## src/rtl/core/csltp_pkg.sv

```systemverilog
// Shared constants, types and helpers of the texture code unit.
package csltp_pkg;

  localparam int MaxWidth  = 1024;
  localparam int AddrW     = $clog2(MaxWidth);
  localparam int WidthW    = AddrW + 1;
  localparam int HeightW   = 16;
  localparam int PixW      = 8;
  localparam int ThrW      = 8;
  localparam int CodeW     = 7;
  localparam int CfgIdxW   = 2;
  localparam int CfgDataW  = 16;
  localparam int FifoDepth = 4;
  localparam int PtrW      = $clog2(FifoDepth);
  localparam int CntW      = $clog2(FifoDepth + 1);

  // Configuration register indexes
  typedef enum logic [CfgIdxW-1:0] {
    RegThreshold = 2'd0,
    RegWidth     = 2'd1,
    RegHeight    = 2'd2
  } csltp_reg_e;

  // One result beat
  typedef struct packed {
    logic             last;
    logic [CodeW-1:0] code;
  } csltp_res_t;

  // One window column, top row first
  typedef struct packed {
    logic [PixW-1:0] top;
    logic [PixW-1:0] mid;
    logic [PixW-1:0] bot;
  } csltp_col_t;

  // Ternary digit of a - b against threshold t
  function automatic logic [1:0] csltp_tern(input logic [PixW-1:0] a,
                                            input logic [PixW-1:0] b,
                                            input logic [ThrW-1:0] t);
    logic signed [PixW+1:0] dif;
    logic signed [PixW+1:0] lim;
    dif = $signed({2'b00, a}) - $signed({2'b00, b});
    lim = $signed({2'b00, t});
    if (dif >= lim) begin
      return 2'd2;
    end else if (dif > -lim) begin
      return 2'd1;
    end
    return 2'd0;
  endfunction

endpackage

```

## src/rtl/core/csltp_ofifo.sv

```systemverilog
// Small result queue that decouples the code pipeline from the output stream.
module csltp_ofifo import csltp_pkg::*; (
  input  logic            clk_i,
  input  logic            rst_ni,
  input  logic            push_i,
  input  csltp_res_t      push_data_i,
  output logic            out_valid_o,
  input  logic            out_ready_i,
  output csltp_res_t      out_data_o,
  output logic [CntW-1:0] count_o
);

  csltp_res_t            slot_q [FifoDepth];
  logic       [PtrW-1:0] wr_ptr_q, wr_ptr_d;
  logic       [PtrW-1:0] rd_ptr_q, rd_ptr_d;
  logic       [CntW-1:0] cnt_q, cnt_d;
  logic                  pop;

  assign pop         = out_valid_o & out_ready_i;
  assign out_valid_o = (cnt_q != '0);
  assign out_data_o  = slot_q[rd_ptr_q];
  assign count_o     = cnt_q;

  // Pointer and fill count update
  always_comb begin
    wr_ptr_d = push_i ? PtrW'(wr_ptr_q + 1'b1) : wr_ptr_q;
    rd_ptr_d = pop    ? PtrW'(rd_ptr_q + 1'b1) : rd_ptr_q;
    cnt_d    = cnt_q;
    if (push_i && !pop) begin
      cnt_d = CntW'(cnt_q + 1'b1);
    end else if (!push_i && pop) begin
      cnt_d = CntW'(cnt_q - 1'b1);
    end
  end

  always_ff @(posedge clk_i or negedge rst_ni) begin
    if (!rst_ni) begin
      wr_ptr_q <= '0;
      rd_ptr_q <= '0;
      cnt_q    <= '0;
    end else begin
      wr_ptr_q <= wr_ptr_d;
      rd_ptr_q <= rd_ptr_d;
      cnt_q    <= cnt_d;
    end
  end

  // Payload slots
  always_ff @(posedge clk_i) begin
    if (push_i) begin
      slot_q[wr_ptr_q] <= push_data_i;
    end
  end

endmodule

```

## config.mk

```make
export PLATFORM = sky130hd
export DESIGN_NAME = csltp_ofifo
export DESIGN_NICKNAME = d
export VERILOG_FILES = /design/src/rtl/core/csltp_pkg.sv /design/src/rtl/core/csltp_ofifo.sv
export SDC_FILE = /design/constraint.sdc
export NUM_CORES = 1
export LEC_CHECK = 0
export ABC_AREA = 1
export BUFFER_PORTS_ARGS = -buffer_cell sky130_fd_sc_hd__buf_2
export CORE_MARGIN = 2
export CORE_UTILIZATION = 50
export DETAILED_ROUTE_END_ITERATION = 7
export PLACE_DENSITY = 0.76
export SYNTH_ARGS = -nofsm -noshare
export SYNTH_HDL_FRONTEND = slang
export SYNTH_SLANG_ARGS = --single-unit
```

## constraint.sdc

```tcl
create_clock -name clk_i -period 2.5 [get_ports clk_i]
set_input_delay 0 -clock clk_i [delete_from_list [all_inputs] [get_ports clk_i]]
set_output_delay 0 -clock clk_i [all_outputs]
set_load 0.01 [all_outputs]
```

==> impl_metrics.env <==
export IMPL_status="complete, no violations"
export IMPL_crit_required_ps=2730
export IMPL_grt_pass1_vias=1097
export IMPL_drtAntennaViolNets=0
export IMPL_numCtsBuffers=5
export IMPL_io_buffers=23
export IMPL_netlist_top_cells_area="edfxtp_1 56%, dfrtp_1 10%, nand2_1 9.7%, o211ai_1 7.0%, inv_1 5.9%"
export IMPL_clk_pin_slew_ps=100
export IMPL_netlist_area_sq_um=1710
export IMPL_worst_endpoint_arrival_ps=2080
export IMPL_wirelength_microns=2910
export IMPL_fin_ws_ps=643
export IMPL_period_minus_slack_ps=1860
export IMPL_finalNetCount=201
export IMPL_final_area_sq_um=1990
export IMPL_first_pass_iters=4
export IMPL_fin_skew_ps=13.3
export IMPL_detailed_place_area_sq_um=1830
export IMPL_p_clk_share_pct=13.8
export IMPL_grt_setup_unrepaired="no"
export IMPL_hold_buffers=11
export IMPL_cts_root_buf="clkbuf_4"
export IMPL_critPathMaxStageDelay_ps=440
export IMPL_num_antenna_cells=0
export IMPL_synth_edff_count=32
export IMPL_synthDistinctLibCells=18
export IMPL_cts_sinks=39
export IMPL_pwr_share_comb_pct=38.5
export IMPL_grt_max_degree=34
export IMPL_wire_per_inst_microns=12.7
export IMPL_min_period_over_period_pct=74.3
export IMPL_area_growth_syn_to_layout_pct=16.6
export IMPL_power_mw=2.04
export IMPL_synth_common_cells="44 x nand2_1, 32 x edfxtp_1, 27 x inv_1"
export IMPL_yosys_area_top_type_share_pct=56.2
export IMPL_cts_htree_levels=2
export IMPL_ys_ff_latch=39
export IMPL_drv_slew=0
export IMPL_dp_hpwl_microns=1960
export IMPL_die_h_microns=62.5
export IMPL_crit_type="reg -> reg"
export IMPL_grt_first_pass_wirelength_microns=4920
export IMPL_hold_class="in -> async"
export IMPL_ys_seq_area_share_pct=66.5
export IMPL_crit_slowest_cell="dfrtp_1"
export IMPL_p_per_area_nw_per_um2=1030
export IMPL_pwr_share_seq_pct=47.6
export IMPL_drcViolationCount=0
export IMPL_worstPathCellList="nor2_1, nand2_1, nand2_1, ha_1, inv_1, fa_1, inv_1, nand2_1, nand4_1, nand2_1"
export IMPL_startpoint_type="flip-flop"
export IMPL_fmax_mhz=538
export IMPL_end_kind="flip-flop"
export IMPL_syn_inst=147
export IMPL_initial_core_util_pct=51.6
export IMPL_syn_nets=165
export IMPL_vdd_drop_max_uv=587
export IMPL_cts_tree="yes"
export IMPL_utilization_pct=60.2
export IMPL_p_switching_mw=0.776
export IMPL_viasPerCell=4.78
export IMPL_die_area_sq_um=3900
export IMPL_vias=1100
export IMPL_worst_path_most_repeated_cell="nand2_1"
export IMPL_pre_cts_ws_ps=661
export IMPL_power_leakage_nw=0.907
export IMPL_finalHoldViolCount=0
export IMPL_drtIter0Drc=36
export IMPL_max_cap_violations=0
export IMPL_antenna_found_initial=0
export IMPL_swShare_pct=38.0
export IMPL_setup_violations=0
export IMPL_cp_max_fo=5
export IMPL_die_x_microns=62.5
export IMPL_p_int_mw=1.27
export IMPL_critPathTopFamily="simple AND/OR/NAND/NOR gates"
export IMPL_rows=21
export IMPL_cts_setup_buffers=0
export IMPL_core_area_sq_um=3310
export IMPL_cts_resized=0
export IMPL_max_clock_path_buffers=2
export IMPL_drive_gt1_share_pct=16.8
export IMPL_syn_avg_cell_area_sq_um=11.6
export IMPL_fin_setup_tns_ps=0
export IMPL_async_flop_share_pct=17.9
export IMPL_worstMarginPinSlew_ps=494
export IMPL_ios=24
export IMPL_cp_num_buf_inv=2
export IMPL_grt_overflow=0
export IMPL_gp_congestion=0.772
export IMPL_synth_most_common_cell="nand2_1"
export IMPL_clk_latency_ps=330
export IMPL_yosys_warnings=0
export IMPL_relSlewSlack_pct=67.0
export IMPL_ys_flop_type="edfxtp_1"
export IMPL_yosys_area_top_type="edfxtp_1"
export IMPL_grtUsageTotal_pct=16.6
-- sequential cells by signal, summed over array words and instances, names as in the netlist --
| signal | count |
|---|---|
| slot_q | 32 |
| rd_ptr_q | 2 |
| wr_ptr_q | 2 |
| count_o | 3 |
-- power by group through the flow --
stage | Clock [mW] | Combinational [mW] | Sequential, mW
floorplan | 0 | 0.585 | 0.957
global placement | 0 | 0.731 | 0.976
detailed placement | 0 | 0.777 | 0.986
CTS | 0.289 | 0.792 | 0.973
global route | 0.330 | 0.898 | 0.990
finish | 0.283 | 0.788 | 0.973
-- worst register-to-register path, stage by stage, from the launching register on --
cell	delay [ps]
dfrtp_1	440
nor2_1	120
nand2_1	120
nand2_1	110
ha_1	170
inv_1	70
fa_1	400
inv_1	90
nand2_1	80
nand4_1	90
nand2_1	60
-- routing by layer --
layer | up-vias | routed length, microns | GRT usage [%]
met4 | 0 | 33 | 6.67
met3 | 4 | 89 | 3.96
met1 | 521 | 1220 | 19.6
met5 | - | 0 | 0
li1 | 557 | - | -
met2 | 18 | 1570 | 29.2
-- cells by family after synthesis --
family | synth area share (%)
xor gates and xnor gates | 1.03
adders and majority gates | 4.83
and+or+nand+nor | 11.1
buffers and inverters | 9.22
DFF | 66.5
AOI/OAI and AO/OA | 7.32
-- final cells by class --
class	count	area, sq um
Fill cell	283	1320
Sequential cell	39	1140
Multi-Input combinational cell	74	415
Timing Repair Buffer	34	225
Inverter	29	109
Tap cell	46	57.6
Clock buffer	6	41.3
Clock inverter	2	8.76
-- cells in the final DEF, fill, tap and decap left out, drive strengths merged, types with 3 or more instances in the layout --
cell type | netlist | routed
nand2 | 44 | 44
edfxtp | 32 | 32
inv | 29 | 29
buf | 3 | 23
o211ai | 16 | 16
dlygate4sd3 | 0 | 11
dfrtp | 7 | 7
clkbuf | 2 | 6
ha | 5 | 5
nand3 | 3 | 3
-- stage by stage --
step,cells,hold WS [ps]
finish,230,37.4
global route,230,29.8
CTS,230,13.5
detailed placement,211,-159
global placement,211,-160
floorplan,147,-296
-- worst paths after layout --
check	startpoint	to	slack (ps)	depth (start not counted)
worst max-delay path	count_o[0]$_DFFE_PN0P_	count_o[2]$_DFFE_PN0P_	640	10
min in group clk_i	push_data_i[1]	slot_q[1][1]$_DFFE_PP_	420	2
max in group asynchronous	rst_ni	count_o[0]$_DFFE_PN0P_	2300	2
worst max register to register	count_o[0]$_DFFE_PN0P_	count_o[2]$_DFFE_PN0P_	640	10
worst min register to register	wr_ptr_q[0]$_DFFE_PN0P_	wr_ptr_q[0]$_DFFE_PN0P_	540	1
worst min-delay path	rst_ni	rd_ptr_q[0]$_DFFE_PN0P_	40	2
Power figures use the tool's default switching activity.
